===== src/rtl/fpgm_pkg.sv =====
// ----------------------------------------------------------------------------
// fpgm_pkg
// Types, constants and helpers shared by the packet gap monitor modules.
// ----------------------------------------------------------------------------
package fpgm_pkg;

  localparam int GAP_BINS    = 1024;
  localparam int BIN_W       = $clog2(GAP_BINS);
  localparam int NUM_CLASSES = 9;
  localparam int CLASS_W     = 4;
  localparam int QUEUE_DEPTH = 4;
  localparam int QPTR_W      = $clog2(QUEUE_DEPTH);
  localparam int CFG_INDEX_W = 8;

  localparam logic [7:0] PROTO_TCP = 8'd6;
  localparam logic [7:0] PROTO_UDP = 8'd17;

  localparam logic [CFG_INDEX_W-1:0] CFG_TARGET_PROTOCOL = 8'd0;
  localparam logic [CFG_INDEX_W-1:0] CFG_TARGET_SRC_ADDR = 8'd1;
  localparam logic [CFG_INDEX_W-1:0] CFG_TARGET_DST_ADDR = 8'd2;
  localparam logic [CFG_INDEX_W-1:0] CFG_TARGET_PORTS    = 8'd3;

  localparam logic [31:0] CLASS_BOUNDS [NUM_CLASSES-1] = '{
    32'd2, 32'd5, 32'd20, 32'd50, 32'd100, 32'd200, 32'd500, 32'd1000
  };

  typedef struct packed {
    logic [7:0]  protocol;
    logic [31:0] source_address;
    logic [31:0] dest_address;
    logic [15:0] source_port;
    logic [15:0] dest_port;
  } fpgm_in_t;

  typedef struct packed {
    logic [31:0]        packet_index;
    logic               is_tcp_or_udp;
    logic [31:0]        udp_gap;
    logic [31:0]        tcp_gap;
    logic               target_match;
    logic [31:0]        target_gap;
    logic [CLASS_W-1:0] gap_class;
    logic [31:0]        class_count;
    logic [31:0]        exact_count;
  } fpgm_out_t;

  // classified request handed from front to back
  typedef struct packed {
    logic [31:0]        packet_index;
    logic               is_tcp_or_udp;
    logic [31:0]        udp_gap;
    logic [31:0]        tcp_gap;
    logic               target_match;
    logic [31:0]        target_gap;
    logic [CLASS_W-1:0] gap_class;
    logic               hist_en;
    logic [BIN_W-1:0]   bin;
  } fpgm_rec_t;

  typedef struct packed {
    logic full;
    logic nonempty;
  } fpgm_qstat_t;

  function automatic logic [31:0] sat_inc(input logic [31:0] v);
    return (v == 32'hFFFF_FFFF) ? v : v + 32'd1;
  endfunction

  // bounds are ascending, so the class is the last bound reached
  function automatic logic [CLASS_W-1:0] gap_classify(input logic [31:0] gap);
    logic [CLASS_W-1:0] c;
    c = '0;
    for (int i = 0; i < NUM_CLASSES - 1; i++) begin
      if (gap >= CLASS_BOUNDS[i]) c = CLASS_W'(i + 1);
    end
    return c;
  endfunction

endpackage


===== src/rtl/fpgm_queue.sv =====
// ----------------------------------------------------------------------------
// fpgm_queue
// Short register queue between the classifying front and the counting back.
// ----------------------------------------------------------------------------
module fpgm_queue (
  input  logic                  clk,
  input  logic                  rst_n,
  input  logic                  push,
  input  fpgm_pkg::fpgm_rec_t   push_rec,
  input  logic                  pop,
  output fpgm_pkg::fpgm_rec_t   head_rec,
  output fpgm_pkg::fpgm_qstat_t stat
);
  import fpgm_pkg::*;

  fpgm_rec_t          q_r [QUEUE_DEPTH];
  logic [QPTR_W-1:0]  wr_ptr_r;
  logic [QPTR_W-1:0]  rd_ptr_r;
  logic [QPTR_W:0]    count_r;
  logic [QPTR_W:0]    count_nxt;

  always_comb begin
    count_nxt = count_r;
    if (push && !pop) count_nxt = count_r + 1'b1;
    if (pop && !push) count_nxt = count_r - 1'b1;
  end

  always_ff @(posedge clk) begin
    if (!rst_n) begin
      wr_ptr_r <= '0;
      rd_ptr_r <= '0;
      count_r  <= '0;
    end else begin
      if (push) wr_ptr_r <= wr_ptr_r + 1'b1;
      if (pop)  rd_ptr_r <= rd_ptr_r + 1'b1;
      count_r <= count_nxt;
    end
  end

  always_ff @(posedge clk) begin
    if (push) q_r[wr_ptr_r] <= push_rec;
  end

  assign head_rec      = q_r[rd_ptr_r];
  assign stat.full     = (count_r == (QPTR_W+1)'(QUEUE_DEPTH));
  assign stat.nonempty = (count_r != '0);

endmodule


===== config.mk =====
export PLATFORM = sky130hd
export DESIGN_NAME = fpgm_queue
export DESIGN_NICKNAME = d
export VERILOG_FILES = /design/src/rtl/fpgm_pkg.sv /design/src/rtl/fpgm_queue.sv
export SDC_FILE = /design/constraint.sdc
export NUM_CORES = 1
export LEC_CHECK = 0
export BUFFER_PORTS_ARGS = -buffer_cell sky130_fd_sc_hd__buf_4
export CAP_MARGIN = 20
export CORE_ASPECT_RATIO = 0.7
export CORE_MARGIN = 5
export CORE_UTILIZATION = 30
export CTS_BUF_LIST = sky130_fd_sc_hd__clkbuf_8 sky130_fd_sc_hd__clkbuf_16
export CTS_CLUSTER_DIAMETER = 80
export DETAILED_ROUTE_END_ITERATION = 10
export PLACE_DENSITY = 0.56
export SYNTH_ARGS = -nofsm -noshare
export SYNTH_HDL_FRONTEND = slang
export SYNTH_SLANG_ARGS = --single-unit

===== constraint.sdc =====
create_clock -name clk -period 6 [get_ports clk]
set_clock_uncertainty 0.2 [all_clocks]
set_input_delay 0.9 -clock clk [delete_from_list [all_inputs] [get_ports clk]]
set_output_delay 0.9 -clock clk [all_outputs]
set_load 0.01 [all_outputs]

==> summary.md <==
| Metric | Value |
|---|---|
| Die width | `about 330 um` |
| Die span in y | `233.2 um` |
| Max-Cap Viols | `0` |
| Buffers & Inverters on Critical Path | `2` |
| Main area contributors after synthesis | `edfxtp_1, mux4_2, dfxtp_1, buf_2, buf_6` |
| Clock Tree Root | `clkbuf_16` |
| RSZ-0062 raised after global routing | `no` |
| Internal | `slightly above 7 mW` |
| Switching share of power | `21.97%` |
| Layout cells sized above 1 | `between 40% and 50%` |
| Yosys warning count | `0` |
| Num ports | `just under 300` |
| WHS | `roughly 0.29 ns` |
| Vias in the first global route | `10360` |
| Total clock sinks | `589` |
| Gate Count Post-Synth | `approximately 800` |
| DP HPWL | `26690 um` |
| CTS tree | `yes` |
| Share of the synthesized area in the top cell type | `a little over 80%` |
| Via count | `between 9000 and 10000` |
| DR WL/cell | `20.77 um` |
| All-layer global routing usage | `a little under an eighth` |
| Critical path type | `register to output pin` |
| Syn nets | `approximately 960` |
| Setup TNS | `0 ns` |
| Crit path cell chain | `buf_12 > mux4_2 > buf_4` |
| Worst skew pair latency | `~0.6 ns` |
| VDD IR max | `0.1857 mV` |
| Data required, critical path | `slightly below 5 ns` |
| Reg-to-reg slack, setup | `roughly 3.8 ns` |
| Nets@finish | `roughly 1300` |
| Post-synth EDFFs | `580` |
| Static leakage | `just under 9 nW` |
| Post-CTS setup buffers | `0` |
| Clock power frac | `a little under two fifths` |
| Worst Path Arrival | `2.92 ns` |
| Worst Hold Class | `input pin to register` |
| Clock transition at path regs | `roughly 0.070 ns` |
| Final Max Tran Viols | `0` |
| TritonCTS buffer count | `58` |
| Routed wire length | `44460 um` |
| CP Capture Type | `output pin` |
| GPL Wtd Cong | `around 0.70` |
| Most common cell in the synthesized netlist | `edfxtp_1` |
| Cts repair resizes | `0` |
| Layout area overhead | `24.64%` |
| Combinational power share | `10.3%` |
| Largest net degree at the start of global routing | `a little over 80` |
| Slew @ Worst Pin | `0.9105 ns` |
| Endpoints failing hold | `0` |
| PwrDens | `348.1 nW/um2` |
| Period utilization | `66.93%` |
| Max clock buf depth | `3` |
| Syn Std Cell Area | `21340 um2` |
| Async set-reset flop share out of synthesis | `0%` |
| Initial antenna violation count | `5` |
| Core area | `70130 um2` |
| Peak Freq | `~0.25 GHz` |
| Synth cell count leaders | `edfxtp_1, mux4_2, buf_2, and2_1, dfxtp_1` |
| Synthesis-stage register bit count | `between 500 and 600` |
| Final min period | `approximately 4 ns` |
| Mean Syn Cell Area | `about 27 um2` |
| Seq/Total Area, Yosys | `between 80% and 90%` |
| Drt first-iter violations | `535` |
| Drt pass-1 iters | `4` |
| Critical path's slowest cell | `dfxtp_4` |
| Final instance area | `about 27000 um2` |
| Die ar. | `about 77000 um2` |
| Remaining Overflow, GRT | `0` |
| Crit path max fanout | `58` |
| Yosys top cell by area | `edfxtp_1` |
| Rel. slew slack | `39.30%` |
| Initial Utilization | `roughly 30%` |
| Final setup violation count | `0` |
| Slowest cell delay on critical path | `approximately 0.9 ns` |
| # rows | `roughly 80` |
| Global-route wire length before repair | `66230 um` |
| Post-DP Area | `24740 um2` |
| Top Family by Delay on Critical Path | `flip-flops` |
| Cell variety after synth | `20` |
| P_sw | `a little over 2 mW` |
| Startpoint types | `register` |
| Final ANT Viol Nets | `0` |
| Status | `finished, final reports clean` |
| H-tree depth | `2` |
| Number of buffer cells added on primary ports | `roughly 300` |
| Cts hold-fix bufs | `0` |
| Finished Core Util | `37.93%` |
| Residual DRC | `0` |
| Via/cell ratio | `4.418` |
| Seq pwr share | `51.8%` |
| Final Power | `9.259 mW` |
| Main flop type after synthesis | `edfxtp_1` |
## cells by family (layout without fill, tap and decap cells)
group / after synthesis / in the layout / share of synthesized area [%]
other cells: 0 / 2 / 0
mux: 146 / 146 / 15.35
simple gates: 16 / 16 / 0.4456
xor+xnor: 5 / 5 / 0.2052
compound gates: 3 / 3 / 0.08209
fa+ha+maj: 6 / 6 / 0.3869
buf+inv: 38 / 420 / 1.079
flops: 589 / 589 / 82.45
## cell usage in the layout (no fill, tap or decap), drive strengths merged, types with 3 or more instances in the layout
| cell | synthesis | layout |
|---|---|---|
| bufinv | 0 | 4 |
| clkbuf | 5 | 61 |
| dfxtp | 9 | 9 |
| mux4 | 145 | 145 |
| ha | 5 | 5 |
| inv | 6 | 19 |
| edfxtp | 580 | 580 |
| clkinv | 0 | 27 |
| and2 | 10 | 10 |
| xor2 | 3 | 3 |
| buf | 27 | 307 |
## path summary, 6_finish.rpt
kind | from | depth (start not counted) | endpoint
hold / removal | push_rec[43] | 1 | q_r[3][43]
setup / recovery | register | 3 | head_rec[69]
setup reg to reg | wr_ptr_r[0] | 4 | q_r[0][97]
hold reg to reg | count_r[2] | 2 | count_r[2]
## routing by layer
metal  vias up  share of wire (%)  GRT usage, %  wire, um
met1      4954                 42         15.28     18470
met4        10                1.7         2.999       745
met5         -               0.15             0        68
met3        66                 10         4.776      4472
li1       4156                  -             -         -
met2       272                 47         17.60     20710
## cell type report
type                    count  area (um2)
clock inverters            46       330.3
fillers                  6341       43530
clock buffers              61        1526
flip-flops and latches    589       17600
inverters                   6       22.52
repair buffers            307        2392
multi-input cells         176        3525
well taps                 954        1194
diodes                      2       5.005
## state kept, by name, summed over array words and instances, names as in the netlist, named ones only
signal	cells
q_r	580
count_r	3
rd_ptr_r	2
wr_ptr_r	2
## stage by stage
stage / std cells / worst slack [ns]
after global placement: 2032 / 2.491
final: 2141 / 1.984
after floorplan: 803 / 1.067
after CTS: 2139 / 1.802
after global routing: 2139 / 1.674
after detailed placement: 2032 / 2.492
## worst register-to-register path, delay by kind of cell (launching register included)
family                     cells  cell delay [ns]
buffers and inverters          2             0.75
DFF                            1             0.35
adders and majority gates      1             0.14
and+or+nand+nor                1             0.35
## power by group through the flow
stage | Sequential [mW] | Clock [mW] | Combinational [mW]
6_report | 4.80 | 3.51 | 0.957
3_5_place_dp | 4.89 | 0 | 0.987
5_1_grt | 4.81 | 3.83 | 1.03
4_1_cts | 4.80 | 3.64 | 0.989
3_3_place_gp | 4.88 | 0 | 0.975
2_1_floorplan | 4.87 | 0 | 0.509
(Power assumes the default switching activity.)
