==> src/rtl/fpgm_pkg.sv <==
// ----------------------------------------------------------------------------
// fpgm_pkg
// Types, constants and helpers shared by the packet gap monitor modules.
// ----------------------------------------------------------------------------
package fpgm_pkg;

  localparam int GAP_BINS    = 1024;
  localparam int BIN_W       = $clog2(GAP_BINS);
  localparam int NUM_CLASSES = 9;
  localparam int CLASS_W     = 4;
  localparam int QUEUE_DEPTH = 4;
  localparam int QPTR_W      = $clog2(QUEUE_DEPTH);
  localparam int CFG_INDEX_W = 8;

  localparam logic [7:0] PROTO_TCP = 8'd6;
  localparam logic [7:0] PROTO_UDP = 8'd17;

  localparam logic [CFG_INDEX_W-1:0] CFG_TARGET_PROTOCOL = 8'd0;
  localparam logic [CFG_INDEX_W-1:0] CFG_TARGET_SRC_ADDR = 8'd1;
  localparam logic [CFG_INDEX_W-1:0] CFG_TARGET_DST_ADDR = 8'd2;
  localparam logic [CFG_INDEX_W-1:0] CFG_TARGET_PORTS    = 8'd3;

  localparam logic [31:0] CLASS_BOUNDS [NUM_CLASSES-1] = '{
    32'd2, 32'd5, 32'd20, 32'd50, 32'd100, 32'd200, 32'd500, 32'd1000
  };

  typedef struct packed {
    logic [7:0]  protocol;
    logic [31:0] source_address;
    logic [31:0] dest_address;
    logic [15:0] source_port;
    logic [15:0] dest_port;
  } fpgm_in_t;

  typedef struct packed {
    logic [31:0]        packet_index;
    logic               is_tcp_or_udp;
    logic [31:0]        udp_gap;
    logic [31:0]        tcp_gap;
    logic               target_match;
    logic [31:0]        target_gap;
    logic [CLASS_W-1:0] gap_class;
    logic [31:0]        class_count;
    logic [31:0]        exact_count;
  } fpgm_out_t;

  // classified request handed from front to back
  typedef struct packed {
    logic [31:0]        packet_index;
    logic               is_tcp_or_udp;
    logic [31:0]        udp_gap;
    logic [31:0]        tcp_gap;
    logic               target_match;
    logic [31:0]        target_gap;
    logic [CLASS_W-1:0] gap_class;
    logic               hist_en;
    logic [BIN_W-1:0]   bin;
  } fpgm_rec_t;

  typedef struct packed {
    logic full;
    logic nonempty;
  } fpgm_qstat_t;

  function automatic logic [31:0] sat_inc(input logic [31:0] v);
    return (v == 32'hFFFF_FFFF) ? v : v + 32'd1;
  endfunction

  // bounds are ascending, so the class is the last bound reached
  function automatic logic [CLASS_W-1:0] gap_classify(input logic [31:0] gap);
    logic [CLASS_W-1:0] c;
    c = '0;
    for (int i = 0; i < NUM_CLASSES - 1; i++) begin
      if (gap >= CLASS_BOUNDS[i]) c = CLASS_W'(i + 1);
    end
    return c;
  endfunction

endpackage

==> src/rtl/fpgm_front.sv <==
// ----------------------------------------------------------------------------
// fpgm_front
// Counts packets, holds the target registers, computes gaps and the class.
// ----------------------------------------------------------------------------
module fpgm_front (
  input  logic                  clk,
  input  logic                  rst_n,
  input  logic                  push,
  input  fpgm_pkg::fpgm_in_t    in_data,
  input  logic                  cfg_we,
  input  logic [7:0]            cfg_index,
  input  logic [31:0]           cfg_data,
  output fpgm_pkg::fpgm_rec_t   rec
);
  import fpgm_pkg::*;

  logic [7:0]  tgt_proto_r;
  logic [31:0] tgt_saddr_r;
  logic [31:0] tgt_daddr_r;
  logic [31:0] tgt_ports_r;
  logic [31:0] cnt_r;
  logic [31:0] last_target_r;
  logic        seen_r;
  logic [31:0] last_udp_r;
  logic [31:0] last_tcp_r;

  logic [31:0] cnt_inc;
  logic [31:0] tgap;
  logic        is_tcp;
  logic        is_udp;
  logic        match;

  always_comb begin
    cnt_inc = cnt_r + 32'd1;
    tgap    = cnt_inc - last_target_r;
    is_tcp  = (in_data.protocol == PROTO_TCP);
    is_udp  = (in_data.protocol == PROTO_UDP);
    match   = (is_tcp || is_udp) && (in_data.protocol == tgt_proto_r) &&
              (in_data.source_address == tgt_saddr_r) &&
              (in_data.dest_address == tgt_daddr_r) &&
              ({in_data.source_port, in_data.dest_port} == tgt_ports_r);

    rec               = '0;
    rec.packet_index  = cnt_inc;
    rec.is_tcp_or_udp = is_tcp || is_udp;
    rec.udp_gap       = is_udp ? cnt_inc - last_udp_r : '0;
    rec.tcp_gap       = is_tcp ? cnt_inc - last_tcp_r : '0;
    rec.target_match  = match;
    if (match) begin
      rec.target_gap = tgap;
      rec.gap_class  = gap_classify(tgap);
      rec.hist_en    = seen_r;
      rec.bin        = (tgap >= 32'(GAP_BINS - 1)) ? BIN_W'(GAP_BINS - 1)
                                                   : tgap[BIN_W-1:0];
    end
  end

  always_ff @(posedge clk) begin
    if (!rst_n) begin
      tgt_proto_r   <= '0;
      tgt_saddr_r   <= '0;
      tgt_daddr_r   <= '0;
      tgt_ports_r   <= '0;
      cnt_r         <= '0;
      last_target_r <= '0;
      seen_r        <= 1'b0;
      last_udp_r    <= '0;
      last_tcp_r    <= '0;
    end else begin
      if (cfg_we) begin
        case (cfg_index)
          CFG_TARGET_PROTOCOL: tgt_proto_r <= cfg_data[7:0];
          CFG_TARGET_SRC_ADDR: tgt_saddr_r <= cfg_data;
          CFG_TARGET_DST_ADDR: tgt_daddr_r <= cfg_data;
          CFG_TARGET_PORTS:    tgt_ports_r <= cfg_data;
          default: ;
        endcase
      end
      if (push) begin
        cnt_r <= cnt_inc;
        if (match) begin
          last_target_r <= cnt_inc;
          seen_r        <= 1'b1;
        end
        if (is_udp) last_udp_r <= cnt_inc;
        if (is_tcp) last_tcp_r <= cnt_inc;
      end
    end
  end

endmodule

==> config.mk <==
export PLATFORM = sky130hd
export DESIGN_NAME = fpgm_front
export DESIGN_NICKNAME = d
export VERILOG_FILES = /design/src/rtl/fpgm_pkg.sv /design/src/rtl/fpgm_front.sv
export SDC_FILE = /design/constraint.sdc
export NUM_CORES = 1
export LEC_CHECK = 0
export BUFFER_PORTS_ARGS = -buffer_cell sky130_fd_sc_hd__buf_4
export CAP_MARGIN = 20
export CELL_PAD_IN_SITES_DETAIL_PLACEMENT = 0
export CELL_PAD_IN_SITES_GLOBAL_PLACEMENT = 1
export CORE_MARGIN = 5
export CORE_UTILIZATION = 38
export DETAILED_ROUTE_END_ITERATION = 12
export PLACE_DENSITY_LB_ADDON = 0.1
export SLEW_MARGIN = 25
export SYNTH_ARGS = -nofsm -noshare
export SYNTH_HDL_FRONTEND = slang
export SYNTH_SLANG_ARGS = --single-unit
==> constraint.sdc <==
create_clock -name clk -period 5.3 [get_ports clk]
set_input_delay 0.795 -clock clk [delete_from_list [all_inputs] [get_ports clk]]
set_output_delay 0.795 -clock clk [all_outputs]
set_load 0.05 [all_outputs]
==> results of run 1 <==
what timing repair did:
action,in CTS,in global routing
hold buffers,0,0
endpoints found under the setup margin,38,42
pin swaps,39,55
resized for setup,111,86
cloned,0,1
buffers inserted,13,15
worst max-delay path: cells and delay by family (launching register included):
kind	cells	cell delay, ps
flops	1	360
simple gates	14	1630
buf+inv	6	980
compound gates	4	710
fa+ha+maj	2	370
xor+xnor	2	380
sequential cells by signal, summed over array words and instances (netlist names), 8 cells and up:
signal         flops
cnt_r             32
last_target_r     32
tgt_proto_r        8
last_tcp_r        32
tgt_daddr_r       32
tgt_ports_r       32
last_udp_r        32
tgt_saddr_r       32
routing by layer:
layer  vias up  wire [um]  share of wire, %  GRT usage (%)
li1       7997          -                 -              -
met1      7265      25600                46           30.2
met2       334      26000                46           38.3
met3        65       2920               5.2           4.45
met4         0       1620               2.9           6.29
met5         -          0                 0              0
synth_stat cells (5+ instances only):
master,instances,share of area [%]
nand2_1,361,8.5
dfxtp_1,233,29
xor2_1,162,8.9
nor2_1,146,3.4
inv_1,141,3.3
a21boi_0,101,4.7
ha_1,94,7.3
clkbuf_1,87,2.0
xnor2_1,82,4.5
o21ai_0,80,2.5
a21oi_1,78,2.4
and2_1,74,2.9
o211a_1,62,3.9
nor4_1,35,1.4
nor2b_1,31,1.2
a21o_1,30,1.4
and3_1,29,1.1
nand3_1,29,0.91
a31oi_1,25,0.98
nor3_1,22,0.69
nand4_1,20,0.78
nand2b_1,16,0.63
o21a_1,12,0.56
or2_2,12,0.47
mux2i_1,10,0.63
a211oi_1,9,0.42
o31a_1,6,0.33
o31ai_1,6,0.28
and4_1,5,0.27
nor3b_1,5,0.23
o21bai_1,5,0.23
or3_1,5,0.20
how the worst min path moves through the flow:
| stage | startpoint | to | slack [ps] | cells after the start |
|---|---|---|---|---|
| after floorplan | seen_r$_SDFFE_PN0P_ | seen_r$_SDFFE_PN0P_ | 440 | 2 |
| after global placement | seen_r$_SDFFE_PN0P_ | seen_r$_SDFFE_PN0P_ | 460 | 2 |
| after detailed placement | seen_r$_SDFFE_PN0P_ | seen_r$_SDFFE_PN0P_ | 470 | 2 |
| after CTS | seen_r$_SDFFE_PN0P_ | seen_r$_SDFFE_PN0P_ | 470 | 2 |
| after global routing | tgt_saddr_r[16]$_SDFFE_PN0P_ | tgt_saddr_r[16]$_SDFFE_PN0P_ | 490 | 2 |
| final | seen_r$_SDFFE_PN0P_ | seen_r$_SDFFE_PN0P_ | 470 | 2 |
per-stage QoR:
stage	TNS, ps	setup WS, ps	hold WS [ps]	instance area (um^2)
after CTS	-7190	-541	473	22200
after floorplan	-2460	-271	441	16400
after global routing	-12830	-667	495	22800
after global placement	-251	-116	459	20700
after detailed placement	-1420	-216	466	20700
final	-7450	-485	471	22800
kinds of logic (layout without fill, tap and decap cells):
group | Yosys count | count (layout) | share of synthesized area (%)
AO/OA/AOI/OAI | 447 | 447 | 20.0
flip-flops | 233 | 233 | 29.1
multiplexers | 10 | 10 | 0.625
XOR/XNOR | 245 | 245 | 13.4
AND/OR/NAND/NOR | 805 | 805 | 23.6
adder cells (fa/ha/maj) | 97 | 97 | 7.72
buffers and inverters | 234 | 743 | 5.56
area by class of cell:
type	count	area, um^2
clock buffers	40	827
clock inverters	11	109
fillers	4030	19000
inverters	142	543
multi-input cells	1604	11600
flip-flops and latches	233	4670
well taps	539	674
repair buffers	550	4350
where the power goes:
group | total (mW) | switching (mW) | internal, mW
clock | 1.94 | 0.769 | 1.18
sequential | 1.76 | 0.00430 | 1.76
combinational | 0.887 | 0.450 | 0.438
total | 4.59 | 1.22 | 3.37
==> metrics, run 1 <==
num rows 75; Die X approximately 220 um; Die H between 200 and 250 um; Final Hold Vio Count 0; syn_area_per_cell around 7.7 um^2; Antenna Nets Post-Route 0; io pins between 200 and 300; # diodes 0; Layout Cells excl Fill just over 3000; Crit Path Class register to output port; Tightest Pin Transition 1010 ps; Crit. End Element output port; antenna violations before repair 0; full die area roughly 0.046 mm^2; Cell Area, Synth between 0.015 and 0.02 mm^2; cells after synthesis between 2000 and 2500; failing checks setup timing; Util after Layout a little over half; most common cell after layout, fill and taps aside buf_4; crit path launch cnt_r[1]$_SDFFE_PN0P_; Tmin final a little under 6000 ps; Worst path most repeated cell and3_4; flop-to-flop setup slack roughly 1400 ps; RSZ-0062 raised after global routing yes; Port Buffers slightly below 300; Final Setup Violations 19; placed cells 3040; core area about 0.042 mm^2; Post-Route WL about 56000 um; CTS Buffer Depth 3; fin. max-slew vios 0; Worst Setup EP rec[2]; TritonRoute pass-1 iters 5; Final period util 109%; pin count of the biggest net entering global routing approximately 230; Yosys cell types slightly above 70; Layout area overhead 42.5%; Reg-to-Reg Start tgt_ports_r[21]$_SDFFE_PN0P_; 1st-iter DRT viols 769; fmax 173 MHz; clock sinks around 230; CTS Buf Count 28; htree depth 1; syn_nets 2316; layout cell share with drive strength beyond 1 a little under a third; Final Worst Setup Slack -485 ps; via count 15700; Tot Pwr about 4.6 mW; GRT Total Usage a little under a quarter; peak supply drop around 180 uV; CP required approximately 4500 ps; GR Overflow Total 0; CP max-delay cell a2111oi_2; initial core utilization about two fifths; Fin Clk Skew between 20 and 25 ps; first-pass GRT wire length 85900 um; Synth async-reset ratio 0%; vias in the first global route around 15000; Arr. time, crit path between 4000 and 5000 ps; sequential share of the synthesized area 29.1%; DRC violations left 0; Max-slew headroom between 30% and 40%; Leakage Power between 10 and 15 nW; CTS tree built; Ys Warns 0; maxcap violations 0; Worst R2R End last_target_r[10]$_SDFFE_PN0P_; nets@finish ~2800; outcome finished with violations; EDFF count, synth 0; most frequent cells in the layout buf_4, nand2_1, dfxtp_1; power density over the cells just over 200 mW/mm^2; DPL Wire Length ~44000 um; HP Class register to register; CP peak stage delay 380 ps; Clock Tree Root clkbuf_16; worst skew pair latency 550 ps; crit start category register; GP Congestion a little over 0.9; CP max FO 5; Yosys reg bits approximately 230; Vias per Instance 5.02; Post-synth top flop dfxtp_1; R2R cell count 13; WL per Instance 18.0 um; Clock transition at path regs ~60 ps
(Power assumes the default switching activity.)
==> run 2, diff against run 1 <==
--- a/config.mk
+++ b/config.mk
@@ -10,7 +10,7 @@
 export CELL_PAD_IN_SITES_DETAIL_PLACEMENT = 0
 export CELL_PAD_IN_SITES_GLOBAL_PLACEMENT = 1
 export CORE_MARGIN = 5
-export CORE_UTILIZATION = 38
+export CORE_UTILIZATION = 42
 export DETAILED_ROUTE_END_ITERATION = 12
 export PLACE_DENSITY_LB_ADDON = 0.1
 export SLEW_MARGIN = 25
==> constraint.sdc (replaced) <==
create_clock -name clk -period 6.57 [get_ports clk]
set_input_delay 1.314 -clock clk [delete_from_list [all_inputs] [get_ports clk]]
set_output_delay 1.314 -clock clk [all_outputs]
set_load 0.05 [all_outputs]
==> run 2 against run 1 <==
- the flow now finishes without violations
- total power decreased by 25%
- setup slack better by 610 ps
- combinational power decreased by 36%
- register-to-register slack improved by 1600 ps
- flip-flop and latch count stayed put
- utilization grew 0.16 points
- first-iteration DRC count shrank 3.0%
- sequential power shrank 19%
- clock power down 26%
- worst hold slack lost 5.5 ps
- cell count is 6.9% lower
==> metrics, run 2 (synthesis results as in run 1) <==
Final period util 98.0%; crit start category register; fmax ~160 MHz; power density over the cells ~170 mW/mm^2; sw power 0.915 mW; full die area around 0.042 mm^2; via count approximately 15000; Tmin final approximately 6400 ps; first-pass GRT wire length 81200 um; Worst path most repeated cell and3_4; # diodes 0; htree depth 1; switching share of power 26.7%; io pins 293; Critical path buffers and inverters 2; Clock transition at path regs approximately 60 ps; Die H just over 200 um; Internal Pwr Total between 2 and 3 mW; Leakage Power 9.58 nW; vias in the first global route between 10000 and 15000; CTS Buf Count 29; core area roughly 0.038 mm^2; Top delay family on crit path simple AND/OR/NAND/NOR gates; DPL Wire Length 41700 um; most frequent cells in the layout buf_4, nand2_1, dfxtp_1; Setup TNS 0 ps; HP Class register to register; antenna violations before repair 0; CTS tree built; CP cell instances nand3_4, nor3_4, and3_4, and3_4, and3_4, and3_4, nand3_4, xor2_4, inv_4, ha_4, a2111oi_4, a21oi_2, nor3_2, a21oi_2, and4_1, a311oi_2, nand3_1, or3_4, a2111oi_4, buf_6; Clock Tree Root clkbuf_16; nets@finish roughly 2600; fin. max-slew vios 0; CTS Buffer Depth 3; layout cell share with drive strength beyond 1 a little under a quarter; worst skew pair latency around 550 ps; num rows between 70 and 80; Antenna Nets Post-Route 0; WL per Instance about 18 um; peak supply drop roughly 150 uV; Final Setup Violations 0; Port Buffers around 290; Fin Clk Skew about 12 ps; CP max FO 5; Vias per Instance about 5.2; Crit. End Element output port; Final Hold Vio Count 0; Post-Route WL approximately 53000 um; met1 Track Usage GR between 30% and 40%; Layout area overhead 28.6%; CP required approximately 5300 ps; hold_buf cts 0; TritonRoute pass-1 iters 5; initial core utilization between 40 and 50%; Max-slew headroom 31.9%; Die X 205 um; Crit Path Class register to output port; pin count of the biggest net entering global routing roughly 110; met2 track demand over resource between 40% and 50%; Tot Pwr between 3 and 4 mW; CP peak stage delay between 400 and 500 ps; maxcap violations 0; sequential power share between 40 and 50%; Tightest Pin Transition just over 1000 ps; placed cells ~2800; GR peak layer met2; most common cell after layout, fill and taps aside buf_4; RSZ-0062 raised after global routing yes; Layout Cells excl Fill slightly below 3000; clock sinks around 230; Clk pwr share between 40% and 50%; CP max-delay cell dfxtp_1; outcome finished, final reports clean; GR Overflow Total 0; met3 Usage GRT under 10%; Gate power share around 17%; fill cell count 3670; DRC violations left 0; 1st-iter DRT viols ~750; GP Congestion 0.902; Arr. time, crit path 5130 ps; GRT Total Usage about 24%
-- run 2: power by group through the flow --
stage	registers [mW]	clock network, mW	logic, mW
after floorplan	1.45	0	0.336
after global placement	1.45	0	0.546
after detailed placement	1.45	0	0.548
after CTS	1.42	1.47	0.559
after global routing	1.42	1.54	0.618
final	1.42	1.44	0.568
-- run 2: timing repair --
action,CTS,global route
endpoints found under the setup margin,23,26
pin swaps,9,24
buffers inserted,4,10
gates resized for setup,48,74
-- run 2: metrics by stage --
step	utilization [%]	setup slack (ps)	hold slack, ps	instance area [um^2]
5_1_grt	54.7	-132	491	20600
2_1_floorplan	-	19.6	441	16100
4_1_cts	53.6	9.72	472	20200
6_report	54.7	129	466	20600
3_5_place_dp	50.7	-123	462	19100
3_3_place_gp	50.7	-7.90	461	19100
-- run 2: final timing paths --
| path | endpoint | start | slack (ps) | depth (start not counted) |
|---|---|---|---|---|
| max | rec[11] | cnt_r[3]$_SDFFE_PN0P_ | 130 | 20 |
| min | seen_r$_SDFFE_PN0P_ | seen_r$_SDFFE_PN0P_ | 470 | 2 |
| max reg2reg | last_target_r[20]$_SDFFE_PN0P_ | tgt_daddr_r[23]$_SDFFE_PN0P_ | 3020 | 13 |
| min reg2reg | seen_r$_SDFFE_PN0P_ | seen_r$_SDFFE_PN0P_ | 470 | 2 |
-- run 2: metal layers --
metal | wire, um | vias to the layer above | part of all wire [%]
met4 | 1310 | 0 | 2.5
met2 | 24400 | 373 | 46
met5 | 0 | - | 0
li1 | - | 7616 | -
met3 | 3560 | 66 | 6.7
met1 | 23800 | 6942 | 45
-- run 2: final cells by class --
type | instances | area (um^2) | area share (%)
Tap cell | 511 | 639 | 3.10
Clock buffer | 40 | 807 | 3.92
Inverter | 142 | 539 | 2.62
Sequential cell | 233 | 4680 | 22.7
Clock inverter | 5 | 28.8 | 0.140
Multi-Input combinational cell | 1604 | 11100 | 54.0
Timing Repair Buffer | 368 | 2770 | 13.5
-- run 2: worst min-delay path, delay by kind of cell (launching register included) --
| family | cells | cell delay (ps) |
|---|---|---|
| AOI/OAI and AO/OA | 1 | 70 |
| buffers and inverters | 1 | 60 |
| DFF | 1 | 300 |
